==> src/design/irpd_pkg.sv <==
`default_nettype none
// ----------------------------------------------------------------------------
// irpd_pkg
// Shared constants and helpers for the IR pulse distance decoder.
// ----------------------------------------------------------------------------
package irpd_pkg;

   localparam int COUNT_BITS_DEFAULT = 16;
   localparam int CAPTURE_BITS = 16;
   localparam int FRAME_BITS = 32;
   localparam int POS_BITS = 5;
   localparam int CSR_INDEX_BITS = 2;
   localparam int CSR_DATA_BITS = 8;

   localparam logic [7:0] LEADER_WIDTH_RESET = 8'd90;
   localparam logic [4:0] LEADER_TOLERANCE_RESET = 5'd5;
   localparam logic [7:0] ONE_THRESHOLD_RESET = 8'd20;

   typedef enum logic [CSR_INDEX_BITS-1:0] {
      CSR_LEADER_WIDTH = 2'd0,
      CSR_LEADER_TOLERANCE = 2'd1,
      CSR_ONE_THRESHOLD = 2'd2
   } csr_index_type;

   // Received byte k lands at code bits 31-8k down to 24-8k.
   function automatic logic [FRAME_BITS-1:0] pack_code(input logic [FRAME_BITS-1:0] bits);
      return {bits[7:0], bits[15:8], bits[23:16], bits[31:24]};
   endfunction

endpackage
`default_nettype wire

==> src/design/ir_pulse_distance_decoder_unit.sv <==
`default_nettype none
// ----------------------------------------------------------------------------
// ir_pulse_distance_decoder_unit
// Decodes 32 bit pulse distance IR frames from captured edge timestamps.
// ----------------------------------------------------------------------------
// An accepted item passes the input register and then the result register.
// Throughput is one item per cycle while rsp_stall is low, set by the single
// decode stage between the input register and the result register.
// Synchronous active high reset clears the frame state, the frame counter,
// the input and output valid flags and restores the register defaults.
module ir_pulse_distance_decoder_unit
   import irpd_pkg::*;
#(
   parameter int COUNT_BITS = COUNT_BITS_DEFAULT
) (
   input  wire logic                      clock,
   input  wire logic                      reset,
   input  wire logic                      csr_write_enable,
   input  wire logic [CSR_INDEX_BITS-1:0] csr_index,
   input  wire logic [CSR_DATA_BITS-1:0]  csr_write_data,
   input  wire logic                      req_valid,
   output logic                           req_stall,
   input  wire logic [CAPTURE_BITS-1:0]   req_capture_value,
   output logic                           rsp_valid,
   input  wire logic                      rsp_stall,
   output logic                           rsp_code_valid,
   output logic [FRAME_BITS-1:0]          rsp_code,
   output logic                           rsp_restart_timer,
   output logic [FRAME_BITS-1:0]          rsp_frame_count
);

   localparam int CMP_BITS = COUNT_BITS + 1;

   logic [7:0] leader_width_ff;
   logic [4:0] leader_tolerance_ff;
   logic [7:0] one_threshold_ff;

   logic                    in_valid_ff;
   logic [CAPTURE_BITS-1:0] in_capture_ff;

   logic [COUNT_BITS-1:0] previous_capture_ff, previous_capture_in;
   logic [POS_BITS-1:0]   bit_position_ff, bit_position_in;
   logic                  in_frame_ff, in_frame_in;
   logic [FRAME_BITS-1:0] collected_bits_ff, collected_bits_in;
   logic [FRAME_BITS-1:0] frames_decoded_ff, frames_decoded_in;

   logic                  out_valid_ff;
   logic                  code_valid_ff, code_valid_in;
   logic [FRAME_BITS-1:0] code_ff, code_in;
   logic                  restart_ff, restart_in;

   logic                  advance;
   logic [31:0]           capture_ext;
   logic [COUNT_BITS-1:0] now;
   logic [COUNT_BITS-1:0] width;
   logic [CMP_BITS-1:0]   width_ext;
   logic [CMP_BITS-1:0]   lw_ext;
   logic [CMP_BITS-1:0]   tol_ext;
   logic                  is_leader;
   logic                  bit_value;

   assign advance = in_valid_ff && (!out_valid_ff || !rsp_stall);
   assign req_stall = in_valid_ff && !advance;

   assign capture_ext = {{(32 - CAPTURE_BITS){1'b0}}, in_capture_ff};
   assign now = capture_ext[COUNT_BITS-1:0];
   assign width = now - previous_capture_ff;
   assign width_ext = CMP_BITS'(width);
   assign lw_ext = CMP_BITS'(leader_width_ff);
   assign tol_ext = CMP_BITS'(leader_tolerance_ff);
   assign is_leader = (width_ext + tol_ext > lw_ext) && (width_ext < lw_ext + tol_ext);
   assign bit_value = width_ext > CMP_BITS'(one_threshold_ff);

   always_comb begin
      previous_capture_in = now;
      bit_position_in = bit_position_ff;
      in_frame_in = in_frame_ff;
      collected_bits_in = collected_bits_ff;
      frames_decoded_in = frames_decoded_ff;
      code_valid_in = 1'b0;
      code_in = '0;
      restart_in = 1'b0;
      if (is_leader) begin
         previous_capture_in = '0;
         bit_position_in = '0;
         in_frame_in = 1'b1;
         restart_in = 1'b1;
      end else if (in_frame_ff) begin
         collected_bits_in[bit_position_ff] = bit_value;
         if (bit_position_ff == POS_BITS'(FRAME_BITS - 1)) begin
            bit_position_in = '0;
            in_frame_in = 1'b0;
            frames_decoded_in = frames_decoded_ff + 1'b1;
            code_valid_in = 1'b1;
            code_in = pack_code(collected_bits_in);
         end else begin
            bit_position_in = bit_position_ff + 1'b1;
         end
      end
   end

   always_ff @(posedge clock) begin
      if (reset) begin
         leader_width_ff <= LEADER_WIDTH_RESET;
         leader_tolerance_ff <= LEADER_TOLERANCE_RESET;
         one_threshold_ff <= ONE_THRESHOLD_RESET;
      end else if (csr_write_enable) begin
         case (csr_index)
            CSR_LEADER_WIDTH: begin
               leader_width_ff <= csr_write_data;
            end
            CSR_LEADER_TOLERANCE: begin
               leader_tolerance_ff <= csr_write_data[4:0];
            end
            CSR_ONE_THRESHOLD: begin
               one_threshold_ff <= csr_write_data;
            end
            default: begin
            end
         endcase
      end
   end

   always_ff @(posedge clock) begin
      if (reset) begin
         in_valid_ff <= 1'b0;
      end else if (!req_stall) begin
         in_valid_ff <= req_valid;
      end
   end

   always_ff @(posedge clock) begin
      if (req_valid && !req_stall) begin
         in_capture_ff <= req_capture_value;
      end
   end

   always_ff @(posedge clock) begin
      if (reset) begin
         previous_capture_ff <= '0;
         bit_position_ff <= '0;
         in_frame_ff <= 1'b0;
         collected_bits_ff <= '0;
         frames_decoded_ff <= '0;
         out_valid_ff <= 1'b0;
      end else begin
         if (advance) begin
            previous_capture_ff <= previous_capture_in;
            bit_position_ff <= bit_position_in;
            in_frame_ff <= in_frame_in;
            collected_bits_ff <= collected_bits_in;
            frames_decoded_ff <= frames_decoded_in;
            out_valid_ff <= 1'b1;
         end else if (!rsp_stall) begin
            out_valid_ff <= 1'b0;
         end
      end
   end

   always_ff @(posedge clock) begin
      if (advance) begin
         code_valid_ff <= code_valid_in;
         code_ff <= code_in;
         restart_ff <= restart_in;
      end
   end

   assign rsp_valid = out_valid_ff;
   assign rsp_code_valid = code_valid_ff;
   assign rsp_code = code_ff;
   assign rsp_restart_timer = restart_ff;
   assign rsp_frame_count = frames_decoded_ff;

endmodule
`default_nettype wire
==> config.mk <==
export PLATFORM = sky130hd
export DESIGN_NAME = ir_pulse_distance_decoder_unit
export DESIGN_NICKNAME = d
export VERILOG_FILES = /design/src/design/irpd_pkg.sv /design/src/design/ir_pulse_distance_decoder_unit.sv
export SDC_FILE = /design/constraint.sdc
export NUM_CORES = 1
export LEC_CHECK = 0
export BUFFER_PORTS_ARGS = -buffer_cell sky130_fd_sc_hd__buf_2
export CAP_MARGIN = 20
export CORE_ASPECT_RATIO = 0.75
export CORE_MARGIN = 2
export CORE_UTILIZATION = 45
export CTS_BUF_LIST = sky130_fd_sc_hd__clkbuf_16
export CTS_CLUSTER_DIAMETER = 120
export CTS_CLUSTER_SIZE = 14
export DETAILED_ROUTE_END_ITERATION = 16
export PLACE_DENSITY = 0.64
export SYNTH_ARGS = -nofsm -noshare
export SYNTH_HDL_FRONTEND = slang
export SYNTH_SLANG_ARGS = --single-unit
==> constraint.sdc <==
create_clock -name clock -period 5.3 [get_ports clock]
set_input_delay 1.59 -clock clock [delete_from_list [all_inputs] [get_ports clock]]
set_output_delay 1.59 -clock clock [all_outputs]
set_load 0.05 [all_outputs]
# Word-level counts from Yosys, hierarchy flattened
# Index checks and enable logic that the tools add are counted.
[totals]
reg_bits = 159
inputBits = 31
[classes]
n_addsub = 5
magnitude_cmp = 5
eq_ne = 4
n_mux = 14
n_bitwise = 3
n_reduce_logical = 20
[op_table]
columns = ["cell", "n"]
rows = [
  ["adder 32 x 1 -> 32 bit (second input constant)", 1],
  ["bitwise mux 32 bit", 1],
  ["adder 16 x 5 -> 17 bit", 1],
  ["> comparator 17 x 8 -> 1 bit", 1],
  ["> comparator 16 x 8 -> 1 bit", 1],
  ["< comparator 16 x 9 -> 1 bit", 1],
  ["two-way mux 16 bit", 1],
  ["subtractor 16 bit", 1],
  ["two-way mux 5 bit", 3],
  ["adder 8 x 5 -> 9 bit", 1],
  ["two-way mux 1 bit", 8],
  ["AND reduction 2 bit", 4],
  ["< comparator 5 x 6 -> 1 bit (second input constant)", 1],
  ["adder 5 x 1 -> 5 bit (second input constant)", 1],
  ["demux 1 bit (select 5 bit)", 1],
  ["== test 5 bit (second input constant)", 1],
  [">= comparator 5 x 1 -> 1 bit (second input constant)", 1],
  ["logical AND 1 bit", 5],
  ["zero test 1 bit", 4],
  ["AND reduction 4 bit", 1],
  ["inverter 1 bit", 3],
  ["AND reduction 3 bit", 1],
  ["OR reduction 3 bit", 1],
  ["== test 2 x 1 -> 1 bit (second input constant)", 1],
  ["other kinds (6)", 6],
]

# Logic depth before layout (Yosys ltp)
# Gate-level depths: netlist of the first run.
[depth]
depth_word = 7
mapped_depth = 24
ltp_nobuf = 23

# Worst setup path before layout of the first run
# No wires, ideal clock.
[synth_timing]
path_kind = "reg-to-reg"
from = "register in_capture_ff[0]"
to = "register collected_bits_ff[10]"
arrival_ns = 4.335
required_time_ns = 5.209
path_slack_ns = 0.874
stages_incl_launch_ff = 22
n_path_buf = 1
period_less_slack_ns = 4.426
path_cell_list = "edfxtp_1 -> inv_1 -> ha_1 -> fa_1 -> nor2b_4 -> o21a_1 -> nor2_1 -> xnor2_1 -> ha_1 -> a21oi_1 -> xnor2_1 -> ha_1 -> o21a_1 -> o21ai_0 -> a21o_1 -> a21oi_1 -> a2111o_1 -> a22o_4 -> nand2_4 -> clkbuf_1 -> a41oi_1 -> a311oi_1"
[synth_between]
elab_chain_len = 6
[synth_rtl]
columns = ["item", "line_no", "text"]
rows = [
  ["start, declared", "ir_pulse_distance_decoder_unit.sv:39", "logic [CAPTURE_BITS-1:0] in_capture_ff;"],
  ["start signal, assigned", "ir_pulse_distance_decoder_unit.sv:134", "in_capture_ff <= req_capture_value;"],
  ["subtractor 16 bit (*)", "ir_pulse_distance_decoder_unit.sv:67", "assign width = now - previous_capture_ff;"],
  ["adder 16 x 5 -> 17 bit", "ir_pulse_distance_decoder_unit.sv:71", "assign is_leader = (width_ext + tol_ext > lw_ext) && (width_ext < lw_ext + tol_ext);"],
  ["> comparator 17 x 8 -> 1 bit", "ir_pulse_distance_decoder_unit.sv:71", ""],
  ["logical AND 1 bit", "ir_pulse_distance_decoder_unit.sv:71", ""],
  ["inverter 1 bit (no line)", "--", ""],
  ["AND reduction 3 bit (no line)", "--", ""],
  ["end signal, assigned", "ir_pulse_distance_decoder_unit.sv:151", "collected_bits_ff <= collected_bits_in;"],
  ["end, declared", "ir_pulse_distance_decoder_unit.sv:44", "logic [FRAME_BITS-1:0] collected_bits_ff, collected_bits_in;"],
]
# Every way passes the cells marked *; elsewhere a longest branch is shown, timed or not.
# A chain may end at the register's enable or synchronous reset.

# Worst setup path after layout of the first run
[layout_timing]
from = "register in_capture_ff[0]"
to = "register frames_decoded_ff[24] (netlist: rsp_frame_count[24])"
[layout_between]
elab_chain_len = 6
[layout_rtl]
columns = ["item", "line_no", "text"]
rows = [
  ["subtractor 16 bit (*)", "ir_pulse_distance_decoder_unit.sv:67", ""],
  ["adder 16 x 5 -> 17 bit", "ir_pulse_distance_decoder_unit.sv:71", ""],
  ["> comparator 17 x 8 -> 1 bit", "ir_pulse_distance_decoder_unit.sv:71", ""],
  ["logical AND 1 bit (*)", "ir_pulse_distance_decoder_unit.sv:71", ""],
  ["inverter 1 bit (no line) (*)", "--", ""],
  ["AND reduction 4 bit (no line) (*)", "--", ""],
  ["end signal, assigned", "ir_pulse_distance_decoder_unit.sv:152", "frames_decoded_ff <= frames_decoded_in;"],
  ["end, declared", "ir_pulse_distance_decoder_unit.sv:45", "logic [FRAME_BITS-1:0] frames_decoded_ff, frames_decoded_in;"],
]
# Marked as above.

==> run_summary.xml, run 1 <==
<?xml version="1.0" encoding="UTF-8"?>
<metrics>
  <group name="pwr">
    <metric name="leakagePower" unit="nW">3.83</metric>
    <metric name="total_power_density_per_cell_area" unit="nW/um2">289</metric>
    <metric name="ir_worst_vdd" unit="mV">0.210</metric>
    <metric name="total_power" unit="mW">2.99</metric>
  </group>
  <group name="worst_setup_path">
    <metric name="worstSetupPathType" unit="">flop to flop</metric>
    <metric name="data_required_time_at_the_worst_endpoint" unit="ns">5.65</metric>
    <metric name="max_fanout_on_critical_path" unit="">27</metric>
    <metric name="type_of_destination_of_the_critical_path" unit="">flop</metric>
    <metric name="cp_data_arrival_time" unit="ns">5.37</metric>
    <metric name="worst_setup_path_start_kind" unit="">flop</metric>
  </group>
  <group name="cts">
    <metric name="cts_num_sinks" unit="">159</metric>
    <metric name="cts_made_buffers" unit="">17</metric>
    <metric name="tritoncts" unit="">yes</metric>
    <metric name="post_cts.resized_instances" unit="">0</metric>
    <metric name="cts_setup_buffers" unit="">0</metric>
    <metric name="postCtsHoldBufs" unit="">0</metric>
    <metric name="clk_transition_reported_paths" unit="ns">0.07</metric>
    <metric name="ctsRootBufferMaster" unit="">clkbuf_16</metric>
    <metric name="worst_skew_pair.late_latency" unit="ns">0.44</metric>
    <metric name="cts_max_level" unit="">4</metric>
    <metric name="max-clock-path-buffers" unit="">2</metric>
  </group>
  <group name="routing">
    <metric name="postRouteWirelength" unit="mm">23.1</metric>
    <metric name="drc_markers" unit="">0</metric>
    <metric name="vias" unit="">7763</metric>
    <metric name="drt_iter0_drc" unit="">617</metric>
    <metric name="wire_per_inst" unit="um">17.7</metric>
    <metric name="final_antenna_net_count" unit="">0</metric>
    <metric name="vias_per_cell" unit="">5.97</metric>
    <metric name="dr.pass1.iters" unit="">5</metric>
  </group>
  <group name="timing">
    <metric name="endpoints_failing_hold" unit="">0</metric>
    <metric name="fmax" unit="MHz">199</metric>
    <metric name="period_needed" unit="ns">5.02</metric>
    <metric name="setup_viol_count_final" unit="">0</metric>
    <metric name="totalNegativeSetupSlack" unit="ns">0</metric>
    <metric name="skew" unit="ns">0.0126</metric>
    <metric name="post-route-period-util" unit="%">94.7</metric>
    <metric name="timing_worst_slew_pin_value" unit="ns">0.997</metric>
    <metric name="slew_headroom" unit="%">33.6</metric>
    <metric name="drv_slew" unit="">0</metric>
  </group>
  <group name="finish">
    <metric name="drive_gt1_share" unit="%">16.7</metric>
    <metric name="final_nets" unit="">1124</metric>
    <metric name="seq_area" unit="um2">3680</metric>
    <metric name="diodes_inserted" unit="">0</metric>
    <metric name="layout.core_utilization" unit="%">52.9</metric>
    <metric name="area_growth_syn_to_layout" unit="%">14.4</metric>
    <metric name="n_fill_cell" unit="">1765</metric>
    <metric name="multi_input_area" unit="um2">4910</metric>
  </group>
  <group name="yosys">
    <metric name="synth.ff_latch_count" unit="">159</metric>
    <metric name="synth_enable_flop_cells" unit="">50</metric>
    <metric name="postSynthAreaPerCell" unit="um2">9.36</metric>
    <metric name="synth.top_cells.by_area" unit="">dfxtp_1, edfxtp_1, ha_1, a311oi_1, a21oi_1</metric>
    <metric name="synth_ff_type" unit="">dfxtp_1</metric>
    <metric name="synth.top_cell.area_share" unit="%">24.2</metric>
    <metric name="ys_top_cells_by_count" unit="">dfxtp_1, a21oi_1, nor2_1, a311oi_1</metric>
    <metric name="synthDominantAreaCellType" unit="">dfxtp_1</metric>
    <metric name="yosys_warnings" unit="">0</metric>
    <metric name="most_common_cell_in_the_synthesized_netlist" unit="">dfxtp_1</metric>
    <metric name="postSynthCellCount" unit="">965</metric>
    <metric name="synth-seq-area-share" unit="%">40.8</metric>
    <metric name="syn-cell-area" unit="um2">9030</metric>
    <metric name="synthesis.nets" unit="">1054</metric>
    <metric name="synth.distinct_cells" unit="">79</metric>
    <metric name="synthArstFlopShare" unit="%">0</metric>
  </group>
  <group name="floorplan">
    <metric name="io_pins" unit="">99</metric>
    <metric name="die_height" unit="um">127</metric>
    <metric name="chipWidth" unit="um">168</metric>
    <metric name="row_count" unit="">44</metric>
    <metric name="start_util" unit="%">46.2</metric>
    <metric name="core_region_area" unit="um2">19500</metric>
    <metric name="die_area" unit="um2">21200</metric>
  </group>
  <group name="global_routing">
    <metric name="number_of_global_route_vias_before_repair" unit="">7238</metric>
    <metric name="grt.overflow.total" unit="">0</metric>
    <metric name="groute.usage.overall" unit="%">22.2</metric>
    <metric name="first_pass_grt_wire_length" unit="mm">38.0</metric>
    <metric name="grt_antenna_before_repair" unit="">0</metric>
    <metric name="pin_count_of_the_biggest_net_entering_global_routing" unit="">77</metric>
  </group>
  <group name="placed_design">
    <metric name="globalplace.congestion" unit="">0.861</metric>
    <metric name="portBuffers" unit="">98</metric>
    <metric name="dp.final_hpwl" unit="mm">15.9</metric>
  </group>
  <group name="status">
    <metric name="run_status" unit="">finished clean</metric>
  </group>
  <group name="worst_hold_path">
    <metric name="worstHoldPathType" unit="">flop to flop</metric>
  </group>
  <group name="job">
    <metric name="timing.max_cap.violations" unit="">0</metric>
  </group>
</metrics>
flip-flops by register name (all words and copies together), names as in the netlist:
signal               cells
one_threshold_ff         8
rsp_restart_timer        1
rsp_valid                1
in_capture_ff           16
rsp_code_valid           1
in_frame_ff              1
collected_bits_ff       32
rsp_code                32
leader_tolerance_ff      5
previous_capture_ff     16
in_valid_ff              1
rsp_frame_count         32
leader_width_ff          8
bit_position_ff          5
per-stage QoR:
step	hold WS [ns]	setup WS [ns]	instances	instance area, um2
finish	0.453	0.283	1301	10300
global route	0.475	-0.000445	1301	10300
CTS	0.453	0.0864	1299	10300
detailed placement	0.444	0.116	1267	9720
global placement	0.438	0.214	1267	9720
floorplan	0.432	0.874	965	9030
critical path: stages, from the launching register on:
cell	delay, ns
edfxtp_1	0.34
inv_1	0.05
ha_1	0.20
fa_1	0.46
xnor2_2	0.18
ha_1	0.33
nor2b_1	0.15
o21ai_0	0.15
nand2_1	0.10
and2_1	0.17
o21ai_0	0.19
xnor2_1	0.11
ha_1	0.31
nand4_1	0.10
o22ai_1	0.14
a21oi_1	0.07
a2111o_1	0.45
a22o_4	0.30
nand2_4	0.13
buf_16	0.18
inv_2	0.11
or4_1	0.51
a21oi_1	0.16
metal layers:
metal	vias up	global-route usage, %	share of wire (%)
met2	238	30.1	39
met5	-	0	0
met1	3702	35.3	53
met3	19	4.52	6.6
li1	3804	-	-
met4	0	5.73	1.2
cell type report:
type / count / area share [%]
Multi-Input combinational cell: 683 / 47.5
Sequential cell: 159 / 35.6
Timing Repair Buffer: 117 / 6.49
Clock buffer: 17 / 4.11
Tap cell: 253 / 3.06
Inverter: 57 / 2.07
Clock inverter: 15 / 1.17
cells by family (layout without fill, tap and decap cells):
kind of cell | count (synthesis) | after routing | synth area share (%)
buffers and inverters | 123 | 206 | 5.39
AO/OA/AOI/OAI | 297 | 297 | 24.4
AND/OR/NAND/NOR | 273 | 273 | 15.5
multiplexers | 18 | 18 | 2.01
adder cells (fa/ha/maj) | 58 | 58 | 8.28
XOR/XNOR | 37 | 37 | 3.67
flip-flops | 159 | 159 | 40.8
report_power, final:
part | internal [mW] | leakage, nW | switching (mW)
sequential | 1.29 | 1.34 | 0.0179
clock | 0.615 | 0.279 | 0.554
combinational | 0.194 | 2.21 | 0.322
total | 2.10 | 3.83 | 0.894
cell usage in the layout (no fill, tap or decap), types with 7 or more instances in the layout:
cell type  count
clkbuf_16     18
o21ai_0       26
o21a_1         8
nand3_1       37
buf_2         97
and3_1        15
nand2b_1      17
a211o_1        7
nor3_1        17
dfxtp_1      109
a21o_1        12
buf_4         17
a41oi_1       28
a2111oi_0      7
xnor2_1       21
a311oi_1      60
ha_1          55
xor2_1        12
edfxtp_1      50
a21oi_1       83
nand4_1        9
nor2_1        75
nor2b_1       11
mux2i_1       17
or3_1         15
inv_1         54
o2111ai_1     10
nand2_1       47
final timing paths:
check                                             from                endpoint  slack [ns]  cells after the start
worst max-delay path                  in_capture_ff[0]     rsp_frame_count[24]        0.28                     22
worst min-delay path            previous_capture_ff[5]  previous_capture_ff[5]        0.45                      2
worst max register to register        in_capture_ff[0]     rsp_frame_count[24]        0.28                     22
worst min register to register  previous_capture_ff[5]  previous_capture_ff[5]        0.45                      2
Power figures use the tool's default switching activity.
==> inputs of run 2 (changes only) <==
Settings changed: GPL_TIMING_DRIVEN from default to 0.
==> run 2 against run 1 <==
  * Largest power group unchanged
  * Wire length is 12% higher
  * Sequential power hardly changed
  * Critical path type unchanged
  * First-iteration DRC count is 38% higher
  * Critical endpoint is now rsp_code[26]
  * Cell area is 3.0% higher
  * Count of clock-buffer cells in the layout stayed put
  * Highest routed layer unchanged
  * Critical path depth is 1 lower
==> run_summary.xml, run 2 (same netlist as run 1, synthesis figures left out) <==
<?xml version="1.0" encoding="UTF-8"?>
<metrics>
  <group name="finish">
    <metric name="drive_gt1_share" unit="%">17.2</metric>
    <metric name="area_growth_syn_to_layout" unit="%">17.8</metric>
    <metric name="n_fill_cell" unit="">1779</metric>
    <metric name="diodes_inserted" unit="">0</metric>
    <metric name="layout.core_utilization" unit="%">54.5</metric>
    <metric name="final_nets" unit="">1176</metric>
    <metric name="final_area" unit="um2">10600</metric>
    <metric name="most_frequent_cells_in_the_layout" unit="">dfxtp_1, buf_2, a21oi_1</metric>
    <metric name="most_frequent_standard_cell_in_the_layout_excluding_fill_and_tap_cells" unit="">dfxtp_1</metric>
    <metric name="layout.cells.non_filler" unit="">1353</metric>
  </group>
  <group name="routing">
    <metric name="vias" unit="">8139</metric>
    <metric name="postRouteWirelength" unit="mm">25.9</metric>
    <metric name="vias_per_cell" unit="">6.02</metric>
    <metric name="drc_markers" unit="">0</metric>
    <metric name="dr.pass1.iters" unit="">6</metric>
    <metric name="drt_iter0_drc" unit="">852</metric>
    <metric name="wire_per_inst" unit="um">19.1</metric>
    <metric name="final_antenna_net_count" unit="">0</metric>
  </group>
  <group name="worst_setup_path">
    <metric name="worstSetupStartpoint" unit="">in_capture_ff[0]</metric>
    <metric name="type_of_destination_of_the_critical_path" unit="">flop</metric>
    <metric name="worst_setup_path_start_kind" unit="">flop</metric>
    <metric name="reg2regPathDepth" unit="">21</metric>
    <metric name="critPathCapture" unit="">rsp_code[26]</metric>
    <metric name="worstSetupPathType" unit="">flop to flop</metric>
    <metric name="max_fanout_on_critical_path" unit="">10</metric>
    <metric name="data_required_time_at_the_worst_endpoint" unit="ns">5.52</metric>
    <metric name="reg2reg_setup_slack" unit="ns">0.24</metric>
    <metric name="regToRegEndpoint" unit="">rsp_code[26]</metric>
    <metric name="source_of_the_worst_register_to_register_timing_path" unit="">in_capture_ff[0]</metric>
    <metric name="cp_data_arrival_time" unit="ns">5.28</metric>
  </group>
  <group name="timing">
    <metric name="grt_setup_unrepaired" unit="">yes</metric>
    <metric name="period_needed" unit="ns">5.06</metric>
    <metric name="slew_headroom" unit="%">23.2</metric>
    <metric name="fmax" unit="MHz">197</metric>
    <metric name="setup_viol_count_final" unit="">0</metric>
    <metric name="whs" unit="ns">0.453</metric>
    <metric name="endpoints_failing_hold" unit="">0</metric>
    <metric name="totalNegativeSetupSlack" unit="ns">0</metric>
    <metric name="skew" unit="ns">0.0121</metric>
    <metric name="drv_slew" unit="">0</metric>
    <metric name="post-route-period-util" unit="%">95.5</metric>
    <metric name="finalWorstSetupSlack" unit="ns">0.237</metric>
    <metric name="timing_worst_slew_pin_value" unit="ns">1.14</metric>
  </group>
  <group name="global_routing">
    <metric name="pin_count_of_the_biggest_net_entering_global_routing" unit="">43</metric>
    <metric name="grt_antenna_before_repair" unit="">0</metric>
    <metric name="first_pass_grt_wire_length" unit="mm">41.1</metric>
    <metric name="grt.overflow.total" unit="">0</metric>
    <metric name="groute.usage.overall" unit="%">24.6</metric>
    <metric name="number_of_global_route_vias_before_repair" unit="">7573</metric>
  </group>
  <group name="floorplan">
    <metric name="io_pins" unit="">99</metric>
    <metric name="chipWidth" unit="um">168</metric>
    <metric name="die_area" unit="um2">21200</metric>
    <metric name="core_region_area" unit="um2">19500</metric>
    <metric name="start_util" unit="%">46.2</metric>
    <metric name="die_height" unit="um">127</metric>
    <metric name="row_count" unit="">44</metric>
  </group>
  <group name="cts">
    <metric name="worst_skew_pair.late_latency" unit="ns">0.44</metric>
    <metric name="postCtsHoldBufs" unit="">0</metric>
    <metric name="tritoncts" unit="">yes</metric>
    <metric name="cts_max_level" unit="">4</metric>
    <metric name="ctsRootBufferMaster" unit="">clkbuf_16</metric>
    <metric name="cts_num_sinks" unit="">159</metric>
    <metric name="cts_made_buffers" unit="">17</metric>
    <metric name="clk_transition_reported_paths" unit="ns">0.07</metric>
    <metric name="max-clock-path-buffers" unit="">2</metric>
  </group>
  <group name="pwr">
    <metric name="leakagePower" unit="nW">3.90</metric>
    <metric name="combinationalPowerShare" unit="%">17.0</metric>
    <metric name="netSwitchingPower" unit="mW">0.898</metric>
    <metric name="power.share.sequential" unit="%">42.9</metric>
    <metric name="total_power_density_per_cell_area" unit="nW/um2">286</metric>
    <metric name="total_power" unit="mW">3.04</metric>
    <metric name="cell_internal_pwr" unit="mW">2.14</metric>
    <metric name="power.share.clock" unit="%">40.1</metric>
    <metric name="ir_worst_vdd" unit="mV">0.227</metric>
    <metric name="switching_share" unit="%">29.5</metric>
  </group>
  <group name="placed_design">
    <metric name="dp.final_hpwl" unit="mm">18.8</metric>
    <metric name="numPlacedInstances" unit="">1318</metric>
    <metric name="area_post_placement" unit="um2">9880</metric>
    <metric name="pre_cts_slack" unit="ns">-0.179</metric>
    <metric name="portBuffers" unit="">98</metric>
    <metric name="globalplace.congestion" unit="">0.863</metric>
  </group>
  <group name="status">
    <metric name="run_status" unit="">finished clean</metric>
  </group>
  <group name="job">
    <metric name="timing.max_cap.violations" unit="">0</metric>
  </group>
  <group name="worst_hold_path">
    <metric name="hold_depth" unit="">2</metric>
    <metric name="worstHoldPathType" unit="">flop to flop</metric>
  </group>
</metrics>
run 2: cell count changes in the layout (fill, tap and decap cells not counted), moves of 3 or more:
cell,delta
a311oi_1,-12
a311oi_2,+8
a311oi_4,+4
buf_1,+4
buf_2,+11
buf_4,-12
clkbuf_1,+44
inv_4,-3
run 2: worst min-delay path by stage:
stage                                          to               startpoint
after floorplan           previous_capture_ff[10]  previous_capture_ff[10]
after global placement     previous_capture_ff[5]   previous_capture_ff[5]
after detailed placement   previous_capture_ff[5]   previous_capture_ff[5]
after CTS                  previous_capture_ff[5]   previous_capture_ff[5]
after global routing       previous_capture_ff[2]   previous_capture_ff[2]
final                      previous_capture_ff[2]   previous_capture_ff[2]
run 2: critical path, stage by stage, from the launching register on:
cell and delay (ns):
edfxtp_1 0.35, inv_1 0.05, ha_1 0.22, fa_1 0.46, xnor2_2 0.25, ha_1 0.31, nor2b_1 0.14, o21ai_0 0.14
nand2_1 0.10, and2_1 0.17, o21ai_0 0.21, xnor2_1 0.10, ha_1 0.33, nand4_1 0.11, o22ai_1 0.14, a21oi_1 0.08
a2111o_1 0.45, a22o_4 0.31, nand2_4 0.15, nand3_2 0.22, buf_8 0.26, a311oi_2 0.30
run 2: power by group through the flow:
stage | combinational (mW) | clock, mW | sequential [mW]
2_1_floorplan | 0.331 | 0 | 1.38
3_3_place_gp | 0.487 | 0 | 1.33
3_5_place_dp | 0.503 | 0 | 1.33
4_1_cts | 0.510 | 1.23 | 1.31
5_1_grt | 0.576 | 1.28 | 1.31
6_report | 0.517 | 1.22 | 1.31
run 2: layer usage:
metal,track usage [%],routed length (um),vias to the layer above
li1,-,-,3910
met1,38.3,13100,3849
met2,33.5,10100,344
met3,6.27,2270,36
met4,5.58,358,0
met5,0,0,-
run 2: cell type report:
cell class / instances / area, um2 / share of cell area (%)
inverter: 57 / 214 / 2.01
timing repair buffer: 103 / 546 / 5.12
clock buffer: 17 / 425 / 4.00
clock inverter: 15 / 150 / 1.41
multi-input combinational: 683 / 5010 / 47.1
tap: 253 / 317 / 2.97
buffer: 66 / 300 / 2.82
sequential: 159 / 3680 / 34.6
run 2: repair_timing:
item                                    in CTS  in global routing
hold endpoints to repair                     0                  0
endpoints found under the setup margin       9                 65
gates resized for setup                      7                 30
gates cloned                                 0                  0
pin swaps                                    0                  2
buffers inserted                             0                  2
